===== config.mk =====
export PLATFORM = sky130hd
export DESIGN_NAME = heater_ramp_time_proportioning_core
export DESIGN_NICKNAME = d
export VERILOG_FILES = /design/src/hrtp_pkg.sv /design/src/heater_ramp_time_proportioning_core.sv /design/src/hrtp_calc.sv
export SDC_FILE = /design/constraint.sdc
export NUM_CORES = 1
export LEC_CHECK = 0
export BUFFER_PORTS_ARGS = -buffer_cell sky130_fd_sc_hd__buf_4
export CAP_MARGIN = 20
export CORE_AREA = 2 2 190 192
export DETAILED_ROUTE_END_ITERATION = 12
export DIE_AREA = 0 0 192 194
export GPL_TIMING_DRIVEN = 0
export PLACE_DENSITY = 0.79
export SYNTH_ARGS = -nofsm -noshare
export SYNTH_HDL_FRONTEND = slang
export SYNTH_SLANG_ARGS = --single-unit

===== constraint.sdc =====
create_clock -name clock -period 10.25 [get_ports clock]
set_clock_uncertainty 0.2 [all_clocks]
set_input_delay 0 -clock clock [delete_from_list [all_inputs] [get_ports clock]]
set_output_delay 0 -clock clock [all_outputs]
set_load 0.05 [all_outputs]

===== src/hrtp_pkg.sv =====
// shared types, constants and scaling functions of the heater ramp drive stage
package hrtp_pkg;

   localparam logic [6:0]  PCT_FULL   = 7'd100;
   // ceil(100 * 2^24 / 255), exact floor(x*100/255) for any 8-bit command
   localparam logic [22:0] PCT_RECIP  = 23'd6579301;
   // 255 * ceil(2^24 / 100), exact floor(p*255/100) for p up to 100
   localparam logic [25:0] DUTY_RECIP = 26'd42782115;

   localparam logic [1:0]  CSR_PWM_CAPABLE = 2'd0;
   localparam logic [1:0]  CSR_CYCLE_TIME  = 2'd1;
   localparam logic [1:0]  CSR_MAX_STEP    = 2'd2;

   localparam logic [15:0] CYCLE_TIME_RESET = 16'd10000;
   localparam logic [6:0]  MAX_STEP_RESET   = 7'd5;

   typedef enum logic {
      OP_RAMP   = 1'b0,
      OP_MANUAL = 1'b1
   } op_type;

   typedef struct packed {
      op_type      opcode;
      logic [6:0]  target;
      logic        manual_on;
      logic [6:0]  manual_percent;
      logic [31:0] now_ms;
   } item_type;

   typedef struct packed {
      logic [7:0] pwm_duty;
      logic       relay_on;
      logic       heater_on;
      logic [6:0] applied_percent;
   } result_type;

   typedef struct packed {
      logic        pwm_capable;
      logic [15:0] cycle_time_ms;
      logic [6:0]  max_step;
   } cfg_type;

   typedef struct packed {
      logic [6:0]  last_percent;
      logic [31:0] window_start;
   } ramp_state_type;

   function automatic logic [6:0] cmd_to_pct(input logic [7:0] cmd);
      logic [30:0] prod;
      begin
         prod = 31'(cmd) * 31'(PCT_RECIP);
         return prod[30:24];
      end
   endfunction

   function automatic logic [7:0] pct_to_duty(input logic [6:0] pct);
      logic [31:0] prod;
      begin
         prod = 32'(pct) * 32'(DUTY_RECIP);
         return prod[31:24];
      end
   endfunction

endpackage


===== src/heater_ramp_time_proportioning_core.sv =====
// top level of the heater ramp and time-proportioning drive stage
// Takes one request per clock cycle unless the response side stalls, and returns
// one response per request: the command is scaled to a percent into the input
// register, then the ramp limit, the PWM duty or relay decision and the state
// update happen in a single pass into the response register. The ramp state
// (last percent and window start) is updated in that pass, so consecutive
// requests see each other's effect with no extra wait. Configuration writes
// are always accepted and take effect on the next request.
module heater_ramp_time_proportioning_core (
   input  logic        clock,
   input  logic        reset,
   input  logic        req_tvalid,
   output logic        req_tready,
   input  logic [47:0] req_tdata,  // pid_value, manual_on, manual_percent, now_ms
   input  logic        req_tuser,  // opcode
   output logic        rsp_tvalid,
   input  logic        rsp_tready,
   output logic [23:0] rsp_tdata,  // pwm_duty, relay_on, heater_on, applied_percent, zero pad
   input  logic        csr_valid,
   output logic        csr_ready,
   input  logic [1:0]  csr_index,
   input  logic [15:0] csr_data
);

   hrtp_pkg::item_type       in_ff,    in_in;
   logic                     in_valid_ff, in_valid_in;
   hrtp_pkg::result_type     out_ff,   out_in;
   logic                     out_valid_ff, out_valid_in;
   hrtp_pkg::cfg_type        cfg_ff,   cfg_in;
   hrtp_pkg::ramp_state_type state_ff, state_in;
   hrtp_pkg::result_type     calc_result;
   hrtp_pkg::ramp_state_type calc_state;
   logic                     advance;
   logic                     req_accept;

   hrtp_calc u_calc (
      .item       (in_ff),
      .cfg        (cfg_ff),
      .state_cur  (state_ff),
      .result     (calc_result),
      .state_next (calc_state)
   );

   always_comb begin
      advance    = in_valid_ff && (!out_valid_ff || rsp_tready);
      req_tready = !in_valid_ff || advance;
      req_accept = req_tvalid && req_tready;
      csr_ready  = 1'b1;

      in_in       = in_ff;
      in_valid_in = in_valid_ff;
      if (req_accept) begin
         in_in.opcode         = hrtp_pkg::op_type'(req_tuser);
         in_in.target         = hrtp_pkg::cmd_to_pct(req_tdata[7:0]);
         in_in.manual_on      = req_tdata[8];
         in_in.manual_percent = req_tdata[15:9];
         in_in.now_ms         = req_tdata[47:16];
         in_valid_in          = 1'b1;
      end else if (advance) begin
         in_valid_in = 1'b0;
      end

      out_in       = out_ff;
      out_valid_in = out_valid_ff;
      state_in     = state_ff;
      if (advance) begin
         out_in       = calc_result;
         out_valid_in = 1'b1;
         state_in     = calc_state;
      end else if (rsp_tready) begin
         out_valid_in = 1'b0;
      end

      cfg_in = cfg_ff;
      if (csr_valid && csr_ready) begin
         case (csr_index)
            hrtp_pkg::CSR_PWM_CAPABLE: cfg_in.pwm_capable   = csr_data[0];
            hrtp_pkg::CSR_CYCLE_TIME:  cfg_in.cycle_time_ms = csr_data;
            hrtp_pkg::CSR_MAX_STEP:    cfg_in.max_step      = csr_data[6:0];
            default:                   cfg_in               = cfg_ff;
         endcase
      end
   end

   always_ff @(posedge clock) begin
      if (reset) begin
         in_valid_ff          <= 1'b0;
         out_valid_ff         <= 1'b0;
         cfg_ff.pwm_capable   <= 1'b0;
         cfg_ff.cycle_time_ms <= hrtp_pkg::CYCLE_TIME_RESET;
         cfg_ff.max_step      <= hrtp_pkg::MAX_STEP_RESET;
         state_ff             <= '0;
      end else begin
         in_valid_ff  <= in_valid_in;
         out_valid_ff <= out_valid_in;
         cfg_ff       <= cfg_in;
         state_ff     <= state_in;
      end
   end

   always_ff @(posedge clock) begin
      in_ff  <= in_in;
      out_ff <= out_in;
   end

   assign rsp_tvalid = out_valid_ff;
   assign rsp_tdata  = {7'd0, out_ff.applied_percent, out_ff.heater_on,
                        out_ff.relay_on, out_ff.pwm_duty};

   // ramp state never leaves the percent range
   assert property (@(posedge clock) disable iff (reset)
      state_ff.last_percent <= hrtp_pkg::PCT_FULL)
      else $error("ramp percent out of range");

   // a response never drives both the relay and a pwm duty
   assert property (@(posedge clock) disable iff (reset)
      rsp_tvalid |-> !(out_ff.relay_on && (out_ff.pwm_duty != 8'd0)))
      else $error("relay and pwm driven together");

   // heater status follows the drive that was chosen
   assert property (@(posedge clock) disable iff (reset)
      rsp_tvalid |-> (out_ff.heater_on == (out_ff.relay_on || (out_ff.pwm_duty != 8'd0))))
      else $error("heater status inconsistent with drive");

   // ramp state only moves when a request is processed
   assert property (@(posedge clock) disable iff (reset)
      !advance |=> $stable(state_ff))
      else $error("ramp state changed without a request");

   // the applied percent stays in range
   assert property (@(posedge clock) disable iff (reset)
      rsp_tvalid |-> (out_ff.applied_percent <= hrtp_pkg::PCT_FULL))
      else $error("applied percent out of range");

endmodule


===== src/hrtp_calc.sv =====
// ramp limiter, duty scaling and time-proportioning decision for one request
module hrtp_calc (
   input  hrtp_pkg::item_type       item,
   input  hrtp_pkg::cfg_type        cfg,
   input  hrtp_pkg::ramp_state_type state_cur,
   output hrtp_pkg::result_type     result,
   output hrtp_pkg::ramp_state_type state_next
);

   logic [6:0]  step_diff;
   logic [6:0]  ramp_pct;
   logic [6:0]  man_pct;
   logic [6:0]  man_applied;
   logic [7:0]  man_duty;
   logic [7:0]  ramp_duty;
   logic [31:0] elapsed;
   logic        restart;
   logic [15:0] elapsed_win;
   logic [22:0] lhs;
   logic [22:0] rhs;
   logic        ramp_relay;

   always_comb begin
      if (item.target >= state_cur.last_percent) begin
         step_diff = item.target - state_cur.last_percent;
         ramp_pct  = (step_diff > cfg.max_step) ?
                     state_cur.last_percent + cfg.max_step : item.target;
      end else begin
         step_diff = state_cur.last_percent - item.target;
         ramp_pct  = (step_diff > cfg.max_step) ?
                     state_cur.last_percent - cfg.max_step : item.target;
      end

      man_pct     = (item.manual_percent > hrtp_pkg::PCT_FULL) ?
                    hrtp_pkg::PCT_FULL : item.manual_percent;
      man_applied = item.manual_on ? man_pct : 7'd0;
      man_duty    = hrtp_pkg::pct_to_duty(man_applied);
      ramp_duty   = hrtp_pkg::pct_to_duty(ramp_pct);

      // window restart and exact on-time compare
      elapsed     = item.now_ms - state_cur.window_start;
      restart     = elapsed >= {16'd0, cfg.cycle_time_ms};
      elapsed_win = restart ? 16'd0 : elapsed[15:0];
      lhs         = 23'(elapsed_win) * 23'(hrtp_pkg::PCT_FULL);
      rhs         = 23'(cfg.cycle_time_ms) * 23'(ramp_pct);
      ramp_relay  = lhs < rhs;

      result     = '0;
      state_next = state_cur;
      case (item.opcode)
         hrtp_pkg::OP_MANUAL: begin
            if (cfg.pwm_capable) begin
               result.pwm_duty        = man_duty;
               result.heater_on       = man_duty != 8'd0;
               result.applied_percent = man_applied;
            end else begin
               result.relay_on        = item.manual_on;
               result.heater_on       = item.manual_on;
               result.applied_percent = item.manual_on ? hrtp_pkg::PCT_FULL : 7'd0;
            end
         end
         hrtp_pkg::OP_RAMP: begin
            if (cfg.pwm_capable) begin
               result.pwm_duty  = ramp_duty;
               result.heater_on = ramp_duty != 8'd0;
            end else begin
               result.relay_on  = ramp_relay;
               result.heater_on = ramp_relay;
               if (restart) begin
                  state_next.window_start = item.now_ms;
               end
            end
            result.applied_percent  = ramp_pct;
            state_next.last_percent = ramp_pct;
         end
         default: begin
            result = '0;
         end
      endcase
   end

endmodule

After elaboration in Yosys (flattened, before gate mapping). Cells that the tools add are included.

Register bits: 130. Output and inout bits: 27.

Equality and inequality tests: 2. $mul: 5. Multiplexer cells: 18. Bitwise operators: 2. $lt $le $gt $ge: 6. Add/subtract/negate cells: 5. Reductions and logical operators: 16.

Operator list (count): $mul A7 B26 Y32 const B (2); $mux W7 (6); $pmux W17 S2 (1); $ge A32 B16 Y1 (1); $sub A32 B32 Y32 (1); $mul A8 B23 Y31 const B (1); $mux W8 (3); $lt A23 B23 Y1 (1); $mul A16 B7 Y23 (1); $mul A16 B5 Y21 const B (1); $sub A7 B7 Y7 (3); $mux W16 (1); $reduce_bool A8 Y1 (2); $gt A7 B7 Y1 (2); $reduce_and A2 Y1 (4); $add A7 B7 Y7 (1); $ge A7 B7 Y1 (1); $gt A7 B7 Y1 const B (1); $mux W1 (7); $reduce_and A4 Y1 (1); $reduce_bool A2 Y1 (2); $eq A2 B1 Y1 const B (1); $eq A2 B2 Y1 const B (1); $logic_and A1 B1 Y1 (2); other kinds (4) (7).

Logic depth before layout (Yosys ltp). Gate-level depths: netlist (run 1).

Depth after elaboration: 8. Gate-level depth with buffers: 53.

Cells and area by module. From an unflattened synthesis (run 1), not the netlist that was laid out.

Cells, all modules: 2260. Area total of the unflattened synthesis: 19855.3 µm².

Modules (own cells, without submodules): hrtp_calc (instances 1, cells an instance 1729, area each 13992.2 µm², sequential area each 0.0 µm²); heater_ramp_time_proportioning_core (instances 1, cells an instance 531, area each 5863.1 µm², sequential area each 3253.1 µm²).

Least setup slack after synthesis (run 1). Ideal clock, no wire load.

Path kind: reg-to-reg. Start point: register in_ff[40] (netlist name). End point: register out_ff (netlist bit rsp_tdata[9]) (data pin). Setup time: 0.160 ns. Path buffers: 0. Setup slack: 0.069 ns. Clock period less this slack: 10.181 ns. Cell stages (with the launch flop): 47. Arrival time: 9.821 ns. Path through: edfxtp_1 -> inv_1 -> ha_1 -> inv_1 -> fa_1 -> a21o_1 -> a21oi_1 -> o21bai_1 -> a21oi_1 -> xnor2_1 -> ha_1 -> nand4_1 -> a21oi_1 -> o31ai_2 -> and3b_1 -> a21oi_1 -> nor2_1 -> a221oi_1 -> [11 not listed] -> a21oi_1 -> o21ai_0 -> a21o_1 -> a31oi_1 -> a21oi_1 -> xor2_1 -> ha_1 -> a21o_1 -> a21o_1 -> a21o_1 -> a21oi_1 -> o2111ai_1 -> o311a_1 -> o41ai_1 -> nand2_1 -> and2_1 -> nor4bb_1 -> a41oi_1.

RTL lines: start, declared (RTL line heater_ramp_time_proportioning_core.sv:25) `hrtp_pkg::item_type in_ff, in_in;`; start signal, assigned (RTL line heater_ramp_time_proportioning_core.sv:102) `in_ff <= in_in;`; end signal, assigned (RTL line heater_ramp_time_proportioning_core.sv:103) `out_ff <= out_in;`; end, declared (RTL line heater_ramp_time_proportioning_core.sv:27) `hrtp_pkg::result_type out_ff, out_in;`.

==> impl_metrics.toml, run 1 <==
[hold_path]
hold_path.class = "input port to flip-flop"

[global_routing]
grt_max_degree = 40
antenna_found_initial = 0
first_global_vias = 18500
grt_use_total = 0.306
grt_pass1_wl_um = 91000
grt_remaining_overflow = 0

[critical_path]
path_max_fanout = 4
critPathSlowestCell = "fa_2"
worst_setup_path_end_kind = "flip-flop"
path_class = "flip-flop to flip-flop"
required_ns = 10.33
critical_path.top_delay_family = "compound AO/OA/AOI/OAI gates"
cp-start-kind = "flip-flop"
crit_path_max_incr_delay_ns = 0.39
critPathBufInv = 3
crit_arrival_ns = 10.54

[sta]
rsz0062_at_grt = "yes"
finalSetupViolCount = 1
finalCriticalPeriod_ns = 10.47
final_max_slew_viol_count = 0
relSlewSlack = 0.292
finalSetupTns_ns = -0.215
fin_ws_ns = -0.215
max_freq_ghz = 0.0956
hold_viol_final = 0
finalCritPeriodShare = 1.02
worst-slew-pin-transition_ns = 1.05

[clock_network]
cts-root-buf = "clkbuf_16"
insertion_delay_ns = 0.47
cts_sinks = 130
cts_tree = "built"
clockBufferDepth = 2
clk_pin_slew_worst_paths_ns = 0.06
htreeDepth = 4
cts-buffers-inserted = 17

[layout]
finalNetCount = 3188
syn_to_final_growth_pct = 18.5
regArea_um2 = 3260
drive_gt1_frac = 0.134
num_antenna_cells = 0
fill_cells = 2709
multiInputGateArea_um2 = 16000

[route]
drt_pass1_iterations = 12
met2WireLength_um = 27600
m1WireLength_um = 23100
via_count = 18300
routed-wl-met3_um = 4350
topRoutingLayerUsed = "met4"
drc_errors = 0
wl_um = 57300
ant_nets = 0
viasPerCell = 6.01
post_drt_wl_per_cell_um = 18.8
drt_first_iter_violations = 1315

[floorplanning]
core.rowCount = 69
die_h_um = 194
num_io_pins = 99
core-area_um2 = 35200
start_util = 0.576
die_w_um = 192
die-area_um2 = 37200

[yosys]
syn-cell-area_um2 = 20300
synth_edf_count = 65
yosysTopAreaCellShare = 0.246
synth_seq_area_share = 0.160
ys_types = 90
ys_warn_count = 0
syn_inst = 2325
ys_top_cells_by_area = "ha_1 (25%), fa_1 (14%), edfxtp_1 (9.6%)"
synth_ff_type = "edfxtp_1"
syn_area_per_cell_um2 = 8.72
synth_top_cell_by_area = "ha_1"
ys_seq_elements = 130
async_flop_share = 0

[flow_run]
cap_violations = 0

[placed_design]
hpwl_um = 42500
port_buffers = 89
gp_congestion = 0.992

[run_status]
status = "complete, but fails checks"
failed_checks = "negative setup slack"
[logic make-up (layout without fill, tap and decap cells)]
kind of cell / count (synthesis) / after routing / synth area share
XOR/XNOR: 87 / 87 / 0.0376
buffers and inverters: 434 / 690 / 0.0829
AND/OR/NAND/NOR: 641 / 641 / 0.164
other: 2 / 8 / 0.000370
adder cells (fa/ha/maj): 542 / 542 / 0.388
multiplexers: 20 / 20 / 0.0102
flip-flops: 130 / 130 / 0.160
AO/OA/AOI/OAI: 469 / 469 / 0.157
[tightest hold or removal path: cells and delay by family]
family	cells	cell delay, ns
buffers and inverters	1	0.11
xor gates and xnor gates	2	0.29
adders and majority gates	1	0.18
[layout make-up]
class,instances,share of cell area
flip-flops and latches,130,0.136
well taps,461,0.0240
clock buffers,21,0.0183
inverters,355,0.0555
repair buffers,225,0.0782
plain buffers,78,0.0168
clock inverters,11,0.00573
multi-input cells,1767,0.666
[cells in the mapped netlist (all sizes together), types with 40 or more instances]
library cell  instances
dfxtp                65
o21ai                70
and2                 66
ha                  398
nor2                143
xnor2                52
nand3                74
inv                 353
clkbuf               60
fa                  144
a21oi               141
nand2               137
a21o                 52
nand4                40
edfxtp               65
[sequential cells by signal, indices dropped and copies added, names as in the netlist]
register,cells
rsp_tdata,17
in_ff,48
state_ff,39
rsp_tvalid,1
cfg_ff,24
in_valid_ff,1
[routing by layer]
layer / GRT usage / vias up
li1: - / 8604
met1: 0.388 / 8818
met2: 0.517 / 742
met3: 0.0487 / 159
met4: 0.123 / 0
met5: 0 / -
[path summary, 6_finish.rpt]
check | start | end | slack [ns] | cells past startpoint
setup / recovery | in_ff[0]$_DFFE_PP_ | rsp_tdata[9]$_DFFE_PP_ | -0.22 | 49
hold / removal | req_tdata[7] | in_ff[46]$_DFFE_PP_ | 0.04 | 4
setup reg to reg | in_ff[0]$_DFFE_PP_ | rsp_tdata[9]$_DFFE_PP_ | -0.22 | 49
hold reg to reg | in_valid_ff$_SDFFE_PP0P_ | rsp_tvalid$_SDFFE_PP0P_ | 0.32 | 2
[repair_timing]
action / CTS / global route
resized for setup: 104 / 64
setup buffers: 54 / 13
endpoints found under the setup margin: 2 / 2
hold buffers: 65 / 0
pin swaps: 68 / 61
endpoints found under the hold margin: 76 / 0
[placed cells by master, fill, tap and decap left out, drive strengths merged, types with 8 or more instances in the layout]
master	Yosys	routed
a211oi	15	15
o41ai	34	34
o211ai	13	13
and2	66	66
a22oi	33	33
o21a	13	13
a21boi	9	9
a31oi	12	12
conb	2	8
nand3b	9	9
dlygate4sd3	0	65
edfxtp	65	65
a21oi	141	141
clkinv	2	9
nor2b	20	20
xor2	35	35
nand4	40	40
dfxtp	65	65
o21bai	11	11
nor3b	33	33
or2	13	13
nor3	26	26
a21o	52	52
clkbuf	60	78
nand2	137	137
ha	398	398
o21ai	70	70
buf	19	181
inv	353	353
nand2b	16	16
mux2i	17	17
nor2	143	143
and3	35	35
fa	144	144
nand3	74	74
xnor2	52	52
[through the flow]
| stage | setup WS, ns | util | hold slack, ns | cells | area (µm²) |
|---|---|---|---|---|---|
| 6_report | -0.215 | 0.682 | 0.0391 | 3048 | 24000 |
| 5_1_grt | -0.699 | 0.682 | 0.0679 | 3048 | 24000 |
| 4_1_cts | -0.194 | 0.673 | 0.0322 | 3036 | 23700 |
| 3_5_place_dp | -2.12 | 0.613 | -0.0207 | 2885 | 21600 |
| 3_3_place_gp | -2.71 | 0.612 | -0.0220 | 2881 | 21500 |
| 2_1_floorplan | 0.0687 | - | -0.101 | 2331 | 20300 |
Power of run 1 is left out: the tool's default activity adds up to more than one toggle a clock period on the data nets, which glitch-free logic cannot reach.
==> run 2: changes to the inputs <==
CELL_PAD_IN_SITES_DETAIL_PLACEMENT = 1   (was not set)
CELL_PAD_IN_SITES_GLOBAL_PLACEMENT = 2   (was not set)
CORE_AREA = 2 2 241 243   (was 2 2 190 192)
DIE_AREA = 0 0 243 245   (was 0 0 192 194)
GPL_TIMING_DRIVEN = not set   (was 0)
PLACE_DENSITY = not set   (was 0.79)
PLACE_DENSITY_LB_ADDON = 0.1   (was not set)
==> run 2 against run 1 <==
The run now ends clean. First-iteration DRC count shrank 57%. Final area rose by 4.0%. Via count shrank 2.6%. Register-to-register slack better by 0.28 ns.
==> impl_metrics.toml, run 2 (synthesis gave the netlist of run 1 again) <==
[run_status]
status = "finished, final reports clean"

[flow_run]
cap_violations = 0

[sta]
finalSetupViolCount = 0
rsz0062_at_grt = "yes"
relSlewSlack = 0.343
finalCriticalPeriod_ns = 10.19
worst-slew-pin-transition_ns = 0.986
finalCritPeriodShare = 0.994
final_max_slew_viol_count = 0
hold_viol_final = 0
max_freq_ghz = 0.0982

[critical_path]
cp-start-kind = "flip-flop"
path_max_fanout = 5
worstSetupStartpoint = "state_ff[32]$_SDFFE_PP0P_"
crit_path_max_incr_delay_ns = 0.56
path_class = "flip-flop to flip-flop"
worst_setup_path_end_kind = "flip-flop"
worstReg2RegStart = "state_ff[32]$_SDFFE_PP0P_"
crit_arrival_ns = 10.32
critPathSlowestCell = "fa_1"
required_ns = 10.38

[global_routing]
gr-usage-met2 = 0.396
grt_use_total = 0.224
first_global_vias = 19300
use_met1 = 0.291
grt_pass1_wl_um = 105000
grt.busiest_layer = "met2"
grtUsageMet3 = 0.0296
grt_remaining_overflow = 0
antenna_found_initial = 0
grt_max_degree = 92

[route]
drt_first_iter_violations = 565
drc_errors = 0
post_drt_wl_per_cell_um = 19.6
wl_um = 66300
via_count = 17800
viasPerCell = 5.27
drt_pass1_iterations = 4
ant_nets = 0

[layout]
num_antenna_cells = 0
fill_cells = 6730
finalNetCount = 3221
top_regs = "in_ff x48, state_ff x39, cfg_ff x24"
regMostFlops = "in_ff"
final_common_cell = "ha_1"
syn_to_final_growth_pct = 23.3
drive_gt1_frac = 0.165
final_cell_mix = "ha_1 (382), inv_1 (341), buf_4 (232)"
largest_register_ffs = 48
final_area_um2 = 25000

[clock_network]
clk_pin_slew_worst_paths_ns = 0.08
htreeDepth = 4
cts-root-buf = "clkbuf_16"
insertion_delay_ns = 0.50
cts-buffers-inserted = 17
clockBufferDepth = 2
cts_sinks = 130
cts_tree = "built"

[placed_design]
port_buffers = 90
gp_congestion = 0.855
hpwl_um = 51700
placed_cell_area_um2 = 22600

[floorplanning]
num_io_pins = 99
die_h_um = 245
start_util = 0.355
core.rowCount = 88
core-area_um2 = 57000
die-area_um2 = 59500
die_w_um = 243

[hold_path]
min_from = "req_tdata[31]"
hold_path.class = "input port to flip-flop"
==> run 2: cell count changes in the layout (fill, tap and decap cells not counted), sizes merged <==
cell / previous run / this run
dlygate4sd3: 65 / 94
clkinv: 9 / 6
buf: 181 / 242
clkbuf: 78 / 19
inv: 353 / 360
bufinv: 3 / 0
clkinvlp: 1 / 2
==> run 2: per-stage QoR <==
step	worst slack, ns	setup TNS [ns]	cells	hold WS (ns)	utilization
2_1_floorplan	0.0687	0	2331	-0.101	-
3_3_place_gp	-0.0797	-0.0797	3232	-0.0219	0.396
6_report	0.0632	0	3385	0.0249	0.438
4_1_cts	0.00484	0	3363	0.00156	0.424
3_5_place_dp	-0.400	-0.617	3232	-0.0205	0.396
5_1_grt	-0.418	-0.597	3385	0.00318	0.438
==> run 2: worst paths after layout <==
path	end	slack, ns	cells after the start
worst max-delay path	rsp_tdata[9]$_DFFE_PP_	0.06	47
worst min-delay path	in_ff[15]$_DFFE_PP_	0.02	2
worst max register to register	rsp_tdata[9]$_DFFE_PP_	0.06	47
worst min register to register	rsp_tvalid$_SDFFE_PP0P_	0.34	2
==> run 2: area by class of cell <==
| class | instances | area [µm²] | share of cell area |
|---|---|---|---|
| flip-flops and latches | 130 | 3250 | 0.130 |
| inverters | 355 | 1340 | 0.0534 |
| clock inverters | 13 | 100 | 0.00401 |
| multi-input cells | 1767 | 16100 | 0.643 |
| clock buffers | 19 | 443 | 0.0177 |
| repair buffers | 336 | 2830 | 0.113 |
| well taps | 765 | 957 | 0.0383 |
==> run 2: repair_timing <==
action | 4_1_cts | 5_1_grt
cloned | 0 | 0
setup endpoints to repair | 2 | 2
endpoints found under the hold margin | 88 | 0
pin swaps | 17 | 91
gates resized for setup | 31 | 133
hold buffers | 94 | 0
buffers inserted | 5 | 20
==> run 2: worst max-delay path: cells and delay by family, from the launching register on <==
kind | cells | cell delay, ns
AOI/OAI and AO/OA | 20 | 3.98
adders and majority gates | 9 | 3.56
xor gates and xnor gates | 2 | 0.27
DFF | 1 | 0.35
buffers and inverters | 9 | 0.94
and+or+nand+nor | 7 | 0.72
==> run 2: metal layers <==
layer,routed length (µm),vias to the layer above
li1,-,8647
met3,1720,47
met5,0,-
met1,30800,8957
met4,794,0
met2,32900,198
Power of run 2 is left out for the same reason.
==> run 3: changes to the inputs <==
--- a/config.mk
+++ b/config.mk
@@ -11,5 +11,5 @@
 export CELL_PAD_IN_SITES_GLOBAL_PLACEMENT = 2
-export CORE_AREA = 2 2 241 243
+export CORE_AREA = 2 2 221 223
 export DETAILED_ROUTE_END_ITERATION = 12
-export DIE_AREA = 0 0 243 245
+export DIE_AREA = 0 0 223 225
 export PLACE_DENSITY_LB_ADDON = 0.1
==> constraint.sdc (replaced) <==
create_clock -name clock -period 12.3 [get_ports clock]
set_clock_uncertainty 0.2 [all_clocks]
set_input_delay 0 -clock clock [delete_from_list [all_inputs] [get_ports clock]]
set_output_delay 0 -clock clock [all_outputs]
set_load 0.005 [all_outputs]
==> run 3 against run 2 <==
First-iteration DRC count increased by 38%. Die area down 16%. Sequential cell count did not move. Largest cell class unchanged. Global-route usage grew 3.4 points. Final area down 7.4%. Setup slack better by 0.86 ns. Worst hold slack worse by 0.013 ns. Wire length down 4.7%. Register-to-register slack better by 0.86 ns. Highest routed layer is now met5. Cell count down 8.3%. Fmax decreased by 10%. Sequential share of layout area increased by 1.0 points.
==> impl_metrics.toml, run 3 (synthesis gave the netlist of run 1 again) <==
[route]
post_drt_wl_per_cell_um = 20.3
via_count = 17500
drt_first_iter_violations = 777
viasPerCell = 5.62
wl_um = 63200
drt_pass1_iterations = 5
drc_errors = 0
ant_nets = 0

[sta]
final_max_slew_viol_count = 0
worst-slew-pin-transition_ns = 1.08
relSlewSlack = 0.278
max_freq_ghz = 0.0879
rsz0062_at_grt = "no"
finalCritPeriodShare = 0.925
finalCriticalPeriod_ns = 11.38
finalSetupTns_ns = 0
finalSetupViolCount = 0
hold_viol_final = 0

[global_routing]
antenna_found_initial = 1
grt_remaining_overflow = 0
grt_max_degree = 92
grt_use_total = 0.258
first_global_vias = 18900
grt_pass1_wl_um = 102000

[run_status]
status = "finished, final reports clean"

[layout]
final_common_cell = "ha_1"
fin_util = 0.486
top_regs = "in_ff x48, state_ff x39, cfg_ff x24"
syn_to_final_growth_pct = 14.1
num_antenna_cells = 0
final_cell_mix = "ha_1 (398), inv_1 (352), fa_1 (144)"
regMostFlops = "in_ff"
finalNetCount = 3091
drive_gt1_frac = 0.0767
largest_register_ffs = 48

[critical_path]
reg2reg_depth = 51
crit_path_max_incr_delay_ns = 0.49
path_common_cell = "ha_1"
required_ns = 12.42
crit_arrival_ns = 11.50
path_max_fanout = 18
path_class = "flip-flop to flip-flop"
critPathSlowestCell = "fa_1"
worst_setup_path_end_kind = "flip-flop"
cp-start-kind = "flip-flop"

[floorplanning]
num_io_pins = 99
start_util = 0.426
core-area_um2 = 47500
die_w_um = 223
die_h_um = 225
die-area_um2 = 50200
core.rowCount = 80

[placed_design]
hpwl_um = 49400
port_buffers = 90
gp_congestion = 0.890

[hold_path]
hold_path.class = "input port to flip-flop"
hold_path_depth = 4

[clock_network]
htreeDepth = 4
cts-root-buf = "clkbuf_16"
cts_tree = "built"
clockBufferDepth = 2
insertion_delay_ns = 0.49
cts-buffers-inserted = 17
cts_sinks = 130
clk_pin_slew_worst_paths_ns = 0.07

[flow_run]
cap_violations = 0
[run 3: cell types whose count changed in the layout (fill, tap and decap cells not counted), sizes merged]
cell	delta
clkbuf	-2
clkinvlp	-1
clkinv	+1
buf	-130
inv	+2
[run 3: what timing repair did]
action,in CTS,in global routing
gates resized for setup,0,1
endpoints found under the hold margin,74,0
buffers inserted,0,2
setup endpoints to repair,0,1
hold buffers,94,0
[run 3: per-stage QoR]
stage / setup slack, ns / cells / cell area, µm² / hold slack (ns)
4_1_cts: 0.865 / 3103 / 23100 / 0.00304
6_report: 0.922 / 3105 / 23100 / 0.0114
3_3_place_gp: 1.18 / 2977 / 21600 / -0.0219
2_1_floorplan: 2.12 / 2331 / 20300 / -0.101
3_5_place_dp: 0.960 / 2977 / 21600 / -0.0204
5_1_grt: 0.00682 / 3105 / 23100 / 0.0264
[run 3: worst paths after layout]
check / end / slack [ns] / startpoint
worst max-delay path: rsp_tdata[9]$_DFFE_PP_ / 0.92 / in_ff[1]$_DFFE_PP_
worst min-delay path: in_ff[46]$_DFFE_PP_ / 0.01 / req_tdata[7]
worst max register to register: rsp_tdata[9]$_DFFE_PP_ / 0.92 / in_ff[1]$_DFFE_PP_
worst min register to register: rsp_tvalid$_SDFFE_PP0P_ / 0.34 / in_valid_ff$_SDFFE_PP0P_
[run 3: final cells by class]
class / count / area, µm²
clock inverter: 15 / 141
timing repair buffer: 206 / 1780
multi-input combinational: 1767 / 15400
inverter: 355 / 1330
clock buffer: 17 / 425
sequential: 130 / 3250
fill: 5530 / 24400
tap: 615 / 769
[run 3: critical path: cells and delay by family (launching register included)]
family / cells / cell delay [ns]
DFF: 1 / 0.45
adders and majority gates: 7 / 2.24
buffers and inverters: 4 / 0.56
xor gates and xnor gates: 2 / 0.48
AOI/OAI and AO/OA: 24 / 4.82
and+or+nand+nor: 14 / 2.42
[run 3: per-layer routing]
metal / up-vias / track usage / part of all wire
met2: 260 / 0.450 / 0.49
met5: - / 0 / 0.00019
met4: 2 / 0.0725 / 0.018
met1: 8742 / 0.334 / 0.47
li1: 8393 / - / -
met3: 67 / 0.0362 / 0.029
Power of run 3 is left out for the same reason.
